## src/rtl/core/itp_pkg.sv

```systemverilog
// ----------------------------------------------------------------------------
// itp_pkg
// types, character codes and decode helpers of the integer text parser
// ----------------------------------------------------------------------------
package itp_pkg;

  localparam int unsigned OffsetWidth = 16;
  localparam int unsigned ValueWidth  = 64;
  localparam int unsigned BaseWidth   = 6;
  localparam int unsigned DigitWidth  = 6;

  localparam logic [7:0] ChZero  = 8'h30;
  localparam logic [7:0] ChNine  = 8'h39;
  localparam logic [7:0] ChLowA  = 8'h61;
  localparam logic [7:0] ChLowZ  = 8'h7a;
  localparam logic [7:0] ChUpA   = 8'h41;
  localparam logic [7:0] ChUpZ   = 8'h5a;
  localparam logic [7:0] ChLowX  = 8'h78;
  localparam logic [7:0] ChUpX   = 8'h58;
  localparam logic [7:0] ChSpace = 8'h20;
  localparam logic [7:0] ChTab   = 8'h09;
  localparam logic [7:0] ChCr    = 8'h0d;
  localparam logic [7:0] LetterOffset = 8'd10;

  localparam logic [BaseWidth-1:0] BaseAuto = 6'd0;
  localparam logic [BaseWidth-1:0] Base8    = 6'd8;
  localparam logic [BaseWidth-1:0] Base10   = 6'd10;
  localparam logic [BaseWidth-1:0] Base16   = 6'd16;

  typedef struct packed {
    logic [7:0] char_byte;
    logic       string_start;
  } itp_in_t;

  typedef struct packed {
    logic [ValueWidth-1:0]  parsed_value;
    logic [OffsetWidth-1:0] end_offset;
  } itp_out_t;

  typedef struct packed {
    logic                  valid;
    logic [DigitWidth-1:0] value;
  } itp_digit_t;

  typedef enum logic [3:0] {
    PhDone   = 4'b0001,
    PhLead   = 4'b0010,
    PhDigits = 4'b0100,
    PhHexPfx = 4'b1000
  } itp_phase_e;

  function automatic itp_digit_t digit_decode(logic [7:0] c);
    itp_digit_t r;
    logic [7:0] v;
    r = '0;
    v = '0;
    if (c >= ChZero && c <= ChNine) begin
      v = c - ChZero;
      r.valid = 1'b1;
    end else if (c >= ChLowA && c <= ChLowZ) begin
      v = c - ChLowA + LetterOffset;
      r.valid = 1'b1;
    end else if (c >= ChUpA && c <= ChUpZ) begin
      v = c - ChUpA + LetterOffset;
      r.valid = 1'b1;
    end
    r.value = v[DigitWidth-1:0];
    return r;
  endfunction

  function automatic logic is_space(logic [7:0] c);
    return (c == ChSpace) || (c >= ChTab && c <= ChCr);
  endfunction

endpackage

```

## src/rtl/core/integer_text_parser_base_detect.sv

```systemverilog
// ----------------------------------------------------------------------------
// integer_text_parser_base_detect
// streaming unsigned integer parser with radix detection, one byte a beat
// ----------------------------------------------------------------------------
// Usage: text bytes enter on the in channel (valid/ready), one byte a beat,
// string_start high on the first byte of each string. A parse ends on the
// first byte that is not a digit of the radix; that byte makes one beat on
// the out channel with the value (mod 2^64) and the count of bytes consumed.
// Bytes after the end and before the next start make no beat.
// The radix register is written over the cfg channel (always ready) and is
// latched at each start byte; write it only while the block is idle.
// Throughput: one byte per cycle unless a held result stalls the input, set
// by the single multiply-add of the 64-bit accumulator by the radix in the
// parse stage. The out beat is registered: a byte that ends a parse passes
// the input register, then the parse stage into the result register, before
// out_valid_o rises.
// Reset clears the phase to waiting for a start, the radix register to auto
// detect and both valid flags. A stalled receiver holds the result register;
// the input register then fills and in_ready_o drops until the beat is taken.
// ----------------------------------------------------------------------------
module integer_text_parser_base_detect
  import itp_pkg::*;
(
  input  logic                 clk_i,
  input  logic                 rst_ni,
  input  logic                 cfg_valid_i,
  output logic                 cfg_ready_o,
  input  logic [BaseWidth-1:0] cfg_data_i,
  input  logic                 in_valid_i,
  output logic                 in_ready_o,
  input  itp_in_t              in_data_i,
  output logic                 out_valid_o,
  input  logic                 out_ready_i,
  output itp_out_t             out_data_o
);

  localparam logic [OffsetWidth-1:0] CntMax = '1;

  logic [BaseWidth-1:0]   cfg_base_q;
  logic                   in_valid_q;
  itp_in_t                in_q;
  itp_phase_e             phase_q, phase_d;
  logic [BaseWidth-1:0]   base_q, base_d;
  logic [ValueWidth-1:0]  acc_q, acc_d;
  logic [OffsetWidth-1:0] cnt_q, cnt_d;
  logic                   zl_q, zl_d;
  logic                   out_valid_q, out_valid_d;
  itp_out_t               out_q, res_d;
  logic                   emit;
  logic                   proc_fire;

  itp_phase_e             cur_phase;
  logic [BaseWidth-1:0]   cur_base;
  logic [BaseWidth-1:0]   lead_base;
  logic [ValueWidth-1:0]  cur_acc;
  logic [OffsetWidth-1:0] cur_cnt, cnt_inc, cnt_inc2;
  logic                   cur_zl;
  itp_digit_t             dig;
  logic [ValueWidth-1:0]  mac;

  assign cfg_ready_o = 1'b1;
  assign proc_fire   = in_valid_q && (!out_valid_q || out_ready_i);
  assign in_ready_o  = !in_valid_q || proc_fire;
  assign out_valid_o = out_valid_q;
  assign out_data_o  = out_q;

  assign dig       = digit_decode(in_q.char_byte);
  assign cur_phase = in_q.string_start ? PhLead : phase_q;
  assign cur_base  = in_q.string_start ? cfg_base_q : base_q;
  assign cur_acc   = in_q.string_start ? '0 : acc_q;
  assign cur_cnt   = in_q.string_start ? '0 : cnt_q;
  assign cur_zl    = in_q.string_start ? 1'b0 : zl_q;
  assign lead_base = (cur_base == BaseAuto) ? Base10 : cur_base;
  assign cnt_inc   = (cur_cnt == CntMax) ? CntMax : cur_cnt + 1'b1;
  assign cnt_inc2  = (cur_cnt >= CntMax - 1'b1) ? CntMax : cur_cnt + 2'd2;
  assign mac       = acc_q * {{(ValueWidth-BaseWidth){1'b0}}, base_q}
                   + {{(ValueWidth-DigitWidth){1'b0}}, dig.value};

  always_comb begin
    phase_d = cur_phase;
    base_d  = cur_base;
    acc_d   = cur_acc;
    cnt_d   = cur_cnt;
    zl_d    = cur_zl;
    emit    = 1'b0;
    res_d   = '0;
    unique case (cur_phase)
      PhLead: begin
        if (is_space(in_q.char_byte)) begin
          cnt_d = cnt_inc;
        end else if (in_q.char_byte == ChZero &&
                     (cur_base == BaseAuto || cur_base == Base16)) begin
          if (cur_base == BaseAuto) begin
            base_d = Base8;
          end
          zl_d    = 1'b1;
          acc_d   = '0;
          cnt_d   = cnt_inc;
          phase_d = PhDigits;
        end else begin
          base_d = lead_base;
          if (dig.valid && dig.value < lead_base) begin
            acc_d   = {{(ValueWidth-DigitWidth){1'b0}}, dig.value};
            cnt_d   = cnt_inc;
            phase_d = PhDigits;
          end else begin
            emit    = 1'b1;
            phase_d = PhDone;
            zl_d    = 1'b0;
          end
        end
      end
      PhDigits: begin
        zl_d = 1'b0;
        if (cur_zl && (in_q.char_byte == ChLowX || in_q.char_byte == ChUpX)) begin
          base_d  = Base16;
          phase_d = PhHexPfx;
        end else if (dig.valid && dig.value < cur_base) begin
          acc_d = mac;
          cnt_d = cnt_inc;
        end else begin
          emit             = 1'b1;
          res_d.parsed_value = cur_acc;
          res_d.end_offset   = cur_cnt;
          phase_d          = PhDone;
        end
      end
      PhHexPfx: begin
        if (dig.valid && dig.value < Base16) begin
          acc_d   = {{(ValueWidth-DigitWidth){1'b0}}, dig.value};
          cnt_d   = cnt_inc2;
          phase_d = PhDigits;
        end else begin
          emit           = 1'b1;
          res_d.end_offset = cur_cnt;
          phase_d        = PhDone;
          zl_d           = 1'b0;
        end
      end
      PhDone: begin
        phase_d = PhDone;
      end
      default: begin
        phase_d = PhDone;
      end
    endcase
  end

  assign out_valid_d = (out_valid_q && !out_ready_i) || (proc_fire && emit);

  always_ff @(posedge clk_i or negedge rst_ni) begin
    if (!rst_ni) begin
      cfg_base_q  <= BaseAuto;
      in_valid_q  <= 1'b0;
      phase_q     <= PhDone;
      base_q      <= '0;
      acc_q       <= '0;
      cnt_q       <= '0;
      zl_q        <= 1'b0;
      out_valid_q <= 1'b0;
    end else begin
      if (cfg_valid_i) begin
        cfg_base_q <= cfg_data_i;
      end
      if (in_ready_o) begin
        in_valid_q <= in_valid_i;
      end
      if (proc_fire) begin
        phase_q <= phase_d;
        base_q  <= base_d;
        acc_q   <= acc_d;
        cnt_q   <= cnt_d;
        zl_q    <= zl_d;
      end
      out_valid_q <= out_valid_d;
    end
  end

  // payload registers
  always_ff @(posedge clk_i) begin
    if (in_valid_i && in_ready_o) begin
      in_q <= in_data_i;
    end
    if (proc_fire && emit) begin
      out_q <= res_d;
    end
  end

endmodule

```

## config.mk

```make
export PLATFORM = sky130hd
export DESIGN_NAME = integer_text_parser_base_detect
export DESIGN_NICKNAME = d
export VERILOG_FILES = /design/src/rtl/core/itp_pkg.sv /design/src/rtl/core/integer_text_parser_base_detect.sv
export SDC_FILE = /design/constraint.sdc
export NUM_CORES = 1
export LEC_CHECK = 0
export ABC_AREA = 1
export BUFFER_PORTS_ARGS = -buffer_cell sky130_fd_sc_hd__clkbuf_2
export CAP_MARGIN = 20
export CELL_PAD_IN_SITES_DETAIL_PLACEMENT = 1
export CELL_PAD_IN_SITES_GLOBAL_PLACEMENT = 1
export CORE_MARGIN = 10
export CORE_UTILIZATION = 43
export CTS_CLUSTER_DIAMETER = 200
export DETAILED_ROUTE_END_ITERATION = 6
export PLACE_DENSITY_LB_ADDON = 0.1
export SKIP_LAST_GASP = 1
export SLEW_MARGIN = 20
export SYNTH_ARGS = -nofsm -noshare
export SYNTH_HDL_FRONTEND = slang
export SYNTH_SLANG_ARGS = --single-unit
```

## constraint.sdc

```tcl
create_clock -name clk_i -period 4.7 [get_ports clk_i]
set_clock_uncertainty 0.1 [all_clocks]
set_input_delay 0.705 -clock clk_i [delete_from_list [all_inputs] [get_ports clk_i]]
set_output_delay 0.705 -clock clk_i [all_outputs]
set_load 0.05 [all_outputs]
```

==> results of run 1 <==
[registers in the layout (all words and copies together), names as in the netlist]
register and cells:
cnt_q 16, acc_q 64, in_q 9, out_data_o 80
out_valid_o 1, zl_q 1, in_valid_q 1, base_q 6
cfg_base_q 6, phase_q 4
[layout make-up]
type | instances | area (um2) | area share
clock buffers | 17 | 425 | 0.0129
flip-flops and latches | 188 | 5160 | 0.156
multi-input cells | 2515 | 19100 | 0.577
repair buffers | 580 | 4650 | 0.140
clock inverters | 15 | 175 | 0.00529
inverters | 701 | 2640 | 0.0798
well taps | 756 | 946 | 0.0286
[stage by stage]
stage	total power, mW	cell area (um2)	utilization	setup TNS [ns]	worst slack [ns]
floorplan	6.87	24800	-	0	0.000635
global placement	10.2	28900	0.510	-17.71	-0.670
detailed placement	10.5	28900	0.510	-21.22	-0.875
CTS	12.7	30400	0.537	-12.21	-0.488
global route	16.3	33100	0.585	-25.06	-0.747
finish	15.6	33100	0.585	-18.83	-0.596
[worst max-delay path by stage]
stage,from,end,slack (ns),cells past startpoint
final,base_q[0]$_DFFE_PN0P_,acc_q[42]$_DFFE_PN0P_,-0.60,24
after CTS,base_q[0]$_DFFE_PN0P_,acc_q[47]$_DFFE_PN0P_,-0.49,25
after floorplan,base_q[2]$_DFFE_PN0P_,acc_q[36]$_DFFE_PN0P_,0.0006,28
after global placement,base_q[0]$_DFFE_PN0P_,acc_q[57]$_DFFE_PN0P_,-0.67,23
after detailed placement,base_q[0]$_DFFE_PN0P_,acc_q[49]$_DFFE_PN0P_,-0.88,24
after global routing,base_q[0]$_DFFE_PN0P_,acc_q[42]$_DFFE_PN0P_,-0.75,24
[placed cells by master (no fill, tap or decap), types with 9 or more instances in the layout]
cell / Yosys / routed
sky130_fd_sc_hd__o211ai_1: 15 / 15
sky130_fd_sc_hd__inv_1: 687 / 652
sky130_fd_sc_hd__clkbuf_2: 41 / 100
sky130_fd_sc_hd__inv_2: 11 / 42
sky130_fd_sc_hd__fa_2: 0 / 12
sky130_fd_sc_hd__nand3_4: 3 / 11
sky130_fd_sc_hd__buf_12: 0 / 21
sky130_fd_sc_hd__nand2_2: 14 / 123
sky130_fd_sc_hd__buf_4: 1 / 418
sky130_fd_sc_hd__o21ai_1: 12 / 30
sky130_fd_sc_hd__buf_6: 3 / 29
sky130_fd_sc_hd__nand3_2: 5 / 24
sky130_fd_sc_hd__fa_1: 240 / 228
sky130_fd_sc_hd__xor2_1: 28 / 26
sky130_fd_sc_hd__ha_1: 147 / 59
sky130_fd_sc_hd__xnor2_1: 43 / 30
sky130_fd_sc_hd__nand3_1: 172 / 145
sky130_fd_sc_hd__dfrtp_1: 98 / 92
sky130_fd_sc_hd__o21ai_0: 101 / 70
sky130_fd_sc_hd__nor2_2: 2 / 49
sky130_fd_sc_hd__clkbuf_16: 0 / 25
sky130_fd_sc_hd__a21oi_2: 1 / 34
sky130_fd_sc_hd__nand2_4: 5 / 32
sky130_fd_sc_hd__edfxtp_1: 89 / 89
sky130_fd_sc_hd__a21oi_4: 1 / 24
sky130_fd_sc_hd__nor2_1: 342 / 267
sky130_fd_sc_hd__o21ai_2: 0 / 9
sky130_fd_sc_hd__ha_4: 0 / 87
sky130_fd_sc_hd__nand2_1: 1084 / 948
sky130_fd_sc_hd__a21oi_1: 153 / 97
sky130_fd_sc_hd__xnor2_2: 0 / 10
sky130_fd_sc_hd__nand4_1: 29 / 29
sky130_fd_sc_hd__nor2_4: 2 / 30
sky130_fd_sc_hd__nor3_1: 35 / 28
[cell families after synthesis]
| group | share of synthesized area |
|---|---|
| and+or+nand+nor | 0.286 |
| muxes | 0.000912 |
| xor gates and xnor gates | 0.0252 |
| DFF | 0.209 |
| other | 0.000152 |
| buffers and inverters | 0.135 |
| AOI/OAI and AO/OA | 0.0744 |
| adders and majority gates | 0.269 |
[report_power, final]
part	internal, mW	total [mW]	switching [mW]
Clock	0.762	1.64	0.876
Combinational	4.85	11.7	6.88
Sequential	1.96	2.22	0.262
Total	7.57	15.6	8.02
[per-layer routing]
layer | global-route usage | share of wire | up-vias
met3 | 0.0438 | 0.070 | 491
met2 | 0.533 | 0.47 | 1245
met5 | 0 | 0.00021 | -
li1 | - | - | 11700
met4 | 0.127 | 0.062 | 4
met1 | 0.400 | 0.40 | 13500
[critical path, cell delays in order, from the launching register on]
cell	delay, ns
sky130_fd_sc_hd__dfrtp_2	0.50
sky130_fd_sc_hd__buf_12	0.19
sky130_fd_sc_hd__buf_4	0.16
sky130_fd_sc_hd__nand2_1	0.06
sky130_fd_sc_hd__inv_1	0.07
sky130_fd_sc_hd__fa_1	0.55
sky130_fd_sc_hd__fa_1	0.62
sky130_fd_sc_hd__fa_1	0.48
sky130_fd_sc_hd__ha_1	0.35
sky130_fd_sc_hd__ha_4	0.32
sky130_fd_sc_hd__nand2_2	0.12
sky130_fd_sc_hd__nor2_4	0.14
sky130_fd_sc_hd__inv_2	0.07
sky130_fd_sc_hd__buf_4	0.14
sky130_fd_sc_hd__nor3_4	0.18
sky130_fd_sc_hd__buf_6	0.13
sky130_fd_sc_hd__nand4_1	0.11
sky130_fd_sc_hd__nand2_2	0.15
sky130_fd_sc_hd__xnor2_2	0.07
sky130_fd_sc_hd__buf_4	0.15
sky130_fd_sc_hd__inv_1	0.07
sky130_fd_sc_hd__nand3_1	0.07
sky130_fd_sc_hd__a21oi_1	0.21
sky130_fd_sc_hd__nand2_1	0.11
sky130_fd_sc_hd__nand2_1	0.08
[repair_timing]
action / in CTS / in global routing
pin swaps: 42 / 189
setup endpoints to repair: 46 / 52
resized for setup: 192 / 467
cloned: 0 / 9
buffers inserted: 13 / 34
==> flow_summary.yaml, run 1 <==
status:
  status: "finished with violations"
  violated_checks: "setup timing"
clocking:
  holdBufCountCts: 0
  tritoncts_buffers: 17
  count_of_clock_tree_sinks: 188
  cts.path.max_buffers: 2
  clk_transition_reported_paths_ns: 0.08
  worst_skew_pair.late_latency_ns: 0.53
  clock_tree.root_cell: "sky130_fd_sc_hd__clkbuf_16"
  htree_levels: 4
  clock_tree_from_tritoncts: "yes"
grt:
  number_of_antenna_violations_at_the_first_check_in_global_routing: 4
  grt_start_max_net_pins: 76
  first_global_vias: 28300
  grt.overflow.total: 0
  globalRouteTotalUtil: 0.315
  grt_pass1_wl_um: 163000
power:
  ir_worst_vdd_mv: 0.348
  leakage_power_nw: 18.0
  power_density_nw_per_um2: 471
floorplan:
  dieHeight_um: 260
  placement_rows: 87
  die_w_um: 260
  pin_count: 103
  floorplan.initialDensity: 0.436
  die_area_um2: 67400
  core_area_um2: 56600
layout:
  nNetsFinal: 4410
  cell_count_final_fillers_out: 4772
  diodes: 0
  final.fill_count: 7036
  layout-area-overhead-vs-synth_pct: 34.0
  fraction_of_final_layout_cells_with_drive_strength_greater_than_1: 0.287
synth:
  yosys-top-cells-area: "sky130_fd_sc_hd__fa_1 19%, sky130_fd_sc_hd__nand2_1 16%, sky130_fd_sc_hd__edfxtp_1 11%"
  seq_area_frac_synth: 0.209
  yosysUniqueCellTypes: 56
  synth_area_leader_cell: "sky130_fd_sc_hd__fa_1"
  yosys.area.top_type_share: 0.195
  edff_count_synth: 89
  synthMostInstantiatedCell: "sky130_fd_sc_hd__nand2_1"
  synth_async_sr_flop_share: 0.527
  netlist_area_um2: 24700
  synthFlopType: "sky130_fd_sc_hd__dfrtp_1"
  synth_nets: 3974
  synth-warning-count: 0
  commonest_cells_in_the_netlist: "1084 x sky130_fd_sc_hd__nand2_1, 687 x sky130_fd_sc_hd__inv_1, 342 x sky130_fd_sc_hd__nor2_1"
  synthesis.area_per_instance_um2: 6.92
  post_synth_inst_count: 3567
  postSynthRegisterBits: 188
sta:
  finalCritPeriodShare: 1.13
  max_freq_ghz: 0.189
  report.final.setup_viol: 50
  fin_crit_ns: 5.30
  worst_slack_ns: -0.596
  timing_hold_violations_final: 0
  worst_slew_margin_rel: 0.258
  worst-slew-pin-transition_ns: 1.11
  report.final.slew_viol_count: 0
  grt_setup_unrepaired: "true"
  final.hold.worst_slack_ns: 0.123
critical_path:
  setup.reg_to_reg.worst_slack_ns: -0.60
  cp-start-kind: "flop"
  worst_ep_arrival_time_ns: 5.65
  worst-r2r-cell-count: 24
  reg2reg_to: "acc_q[42]$_DFFE_PN0P_"
  crit_path_end_kind: "flop"
  category_of_the_critical_setup_timing_path: "flop to flop"
  critical_path_required_ns: 5.06
  path_max_fanout: 7
  r2r_start: "base_q[0]$_DFFE_PN0P_"
detailed_routing:
  drt_wl_total_um: 121000
  drtIter0Drc: 2144
  drc_errors: 0
  wire_per_inst_um: 25.3
  vias: 27000
  drtAntennaViolNets: 0
  detailedRoute.firstPassIterationCount: 6
  route.detailed.vias_per_inst: 5.65
place:
  hpwl_um: 82100
  place.detailed.instances: 4685
  place.gp.congestion: 0.989
  placement.io_buffers: 101
hold_path:
  hold_path.class: "input pin to async pin"
job:
  max_cap_violations: 0
No activity file was read; power rests on OpenSTA's default activity.
==> run 2: changes to the inputs <==
--- a/config.mk
+++ b/config.mk
@@ -15,6 +15,7 @@
 export CTS_CLUSTER_DIAMETER = 200
 export DETAILED_ROUTE_END_ITERATION = 6
 export PLACE_DENSITY_LB_ADDON = 0.1
+export REMOVE_ABC_BUFFERS = 1
 export SKIP_LAST_GASP = 1
 export SLEW_MARGIN = 20
 export SYNTH_ARGS = -nofsm -noshare
==> run 2 against run 1 <==
Net effect: the flow still finishes with violations (setup timing); combinational power up 15%; total power increased by 12%; critical path depth stayed put; global-route usage is 0.51 points higher; sequential power increased by 2%; largest cell class unchanged; highest routed layer unchanged.
==> flow_summary.yaml, run 2 (synthesis results as in run 1) <==
status:
  status: "finished with violations"
  violated_checks: "setup timing"
grt:
  globalRouteTotalUtil: 0.320
  use_met1: 0.388
  grtUsageMet2: 0.546
  first_global_vias: 28500
  gr-usage-met3: 0.0525
  grt.overflow.total: 0
  busiest_layer: "met2"
  number_of_antenna_violations_at_the_first_check_in_global_routing: 6
  grt_start_max_net_pins: 70
  grt_pass1_wl_um: 165000
layout:
  nNetsFinal: 4421
  fraction_of_final_layout_cells_with_drive_strength_greater_than_1: 0.317
  layout-area-overhead-vs-synth_pct: 37.8
  post-route-cell-area_um2: 34000
  final_common_cell: "sky130_fd_sc_hd__nand2_1"
  largest_reg_flops: 80
  postLayoutCoreUtil: 0.601
  layout_common_cells: "923 x sky130_fd_sc_hd__nand2_1, 634 x sky130_fd_sc_hd__inv_1, 409 x sky130_fd_sc_hd__buf_4"
  final.fill_count: 6944
place:
  post_detailed_placement_cell_area_um2: 28600
  place.gp.congestion: 0.964
  placement.io_buffers: 101
  hpwl_um: 77000
sta:
  max_freq_ghz: 0.174
  report.final.slew_viol_count: 0
  report.final.setup_viol: 56
  grt_setup_unrepaired: "true"
  worst_slew_margin_rel: 0.317
  finalCritPeriodShare: 1.22
  timing.setup.tns_ns: -28.85
  worst-slew-pin-transition_ns: 1.02
  worst_slack_ns: -1.04
  timing_hold_violations_final: 0
  fin_crit_ns: 5.74
clocking:
  clk_transition_reported_paths_ns: 0.09
  count_of_clock_tree_sinks: 188
  cts.path.max_buffers: 2
  htree_levels: 4
  holdBufCountCts: 0
  worst_skew_pair.late_latency_ns: 0.55
  clock_tree.root_cell: "sky130_fd_sc_hd__clkbuf_16"
  clock_tree_from_tritoncts: "yes"
  tritoncts_buffers: 17
detailed_routing:
  drc_errors: 0
  drtAntennaViolNets: 0
  detailedRoute.firstPassIterationCount: 5
  wire_per_inst_um: 27.3
  drtIter0Drc: 2661
  vias: 28200
  drt_wl_total_um: 131000
  route.detailed.vias_per_inst: 5.89
power:
  pwr-share-comb: 0.777
  clock_power_share: 0.093
  report.power.total_mw: 17.4
  seq_power_share: 0.130
  leakage_power_nw: 18.3
  total_switching_power_mw: 9.04
  ir_worst_vdd_mv: 0.427
  fraction_of_power_spent_switching_nets: 0.518
  power_density_nw_per_um2: 512
  p_int_mw: 8.40
hold_path:
  hold_path.class: "input pin to async pin"
critical_path:
  r2r_start: "base_q[3]$_DFFE_PN0P_"
  worst_ep_arrival_time_ns: 6.07
  crit_start: "base_q[3]$_DFFE_PN0P_"
  category_of_the_critical_setup_timing_path: "flop to flop"
  worst-r2r-cell-count: 24
  critical_path_required_ns: 5.04
  critical_path_sink: "acc_q[41]$_DFFE_PN0P_"
  crit_path_end_kind: "flop"
  reg2reg_to: "acc_q[41]$_DFFE_PN0P_"
  path_max_fanout: 6
  setup.reg_to_reg.worst_slack_ns: -1.04
  cp-start-kind: "flop"
floorplan:
  floorplan.initialDensity: 0.436
  die_area_um2: 67400
  dieHeight_um: 260
  pin_count: 103
  die_w_um: 260
  core_area_um2: 56600
  placement_rows: 87
job:
  max_cap_violations: 0
==> run 2: final cells by class <==
class	instances	area [um2]	area share
multi-input cells	2515	19600	0.577
clock buffers	19	454	0.0133
inverters	701	2640	0.0776
repair buffers	591	5030	0.148
well taps	756	946	0.0278
flip-flops and latches	188	5160	0.152
clock inverters	13	138	0.00405
diodes	5	12.5	0.000368
==> run 2: worst max-delay path: stages, from the launching register on <==
cell	delay, ns
sky130_fd_sc_hd__dfrtp_4	0.59
sky130_fd_sc_hd__buf_12	0.20
sky130_fd_sc_hd__buf_12	0.14
sky130_fd_sc_hd__nand2_1	0.09
sky130_fd_sc_hd__inv_1	0.08
sky130_fd_sc_hd__fa_1	0.52
sky130_fd_sc_hd__fa_1	0.45
sky130_fd_sc_hd__fa_1	0.56
sky130_fd_sc_hd__ha_4	0.23
sky130_fd_sc_hd__ha_4	0.26
sky130_fd_sc_hd__buf_4	0.15
sky130_fd_sc_hd__nand2_1	0.08
sky130_fd_sc_hd__nand2_1	0.10
sky130_fd_sc_hd__o21bai_4	0.21
sky130_fd_sc_hd__a21oi_2	0.52
sky130_fd_sc_hd__nand2_1	0.19
sky130_fd_sc_hd__nand2_2	0.24
sky130_fd_sc_hd__nand3_4	0.17
sky130_fd_sc_hd__buf_6	0.16
sky130_fd_sc_hd__xnor2_1	0.17
sky130_fd_sc_hd__o21ai_1	0.12
sky130_fd_sc_hd__inv_1	0.12
sky130_fd_sc_hd__nand2_1	0.06
sky130_fd_sc_hd__nand2_1	0.05
sky130_fd_sc_hd__nand2_1	0.05
==> run 2: timing repair <==
item	4_1_cts	5_1_grt
endpoints found under the setup margin	50	65
gates cloned	15	3
resized for setup	240	580
pin swaps	49	284
endpoints found under the hold margin	0	0
setup buffers	26	59
==> run 2: worst min-delay path by stage <==
stage	start	end	slack, ns	cells after the start
after floorplan	rst_ni	acc_q[0]$_DFFE_PN0P_	0.31	0
after global placement	cnt_q[5]$_DFFE_PN0P_	cnt_q[5]$_DFFE_PN0P_	0.38	2
after detailed placement	cnt_q[5]$_DFFE_PN0P_	cnt_q[5]$_DFFE_PN0P_	0.38	2
after CTS	rst_ni	cnt_q[13]$_DFFE_PN0P_	0.02	1
after global routing	rst_ni	acc_q[61]$_DFFE_PN0P_	0.02	1
final	rst_ni	acc_q[61]$_DFFE_PN0P_	0.02	1
==> run 2: power by group through the flow <==
stage          clock, mW  sequential, mW  combinational (mW)
2_1_floorplan          0            2.60                4.05
3_3_place_gp           0            2.21                8.04
3_5_place_dp           0            2.23                8.31
4_1_cts             1.62            2.24                10.0
5_1_grt             1.70            2.28                14.1
6_report            1.63            2.26                13.5
==> run 2: through the flow <==
step	cells	worst slack (ns)	hold WS, ns
after global placement	4653	-0.853	0.379
after floorplan	3404	-1.04	0.309
after detailed placement	4653	-1.04	0.378
after CTS	4726	-0.467	0.0152
final	4788	-1.04	0.0210
after global routing	4783	-1.07	0.0161
==> run 2: layer usage <==
layer  up-vias  wire, um
li1      11700         -
met1     14100     47400
met2      1715     60500
met3       671     11700
met4         2     11000
met5         -         9
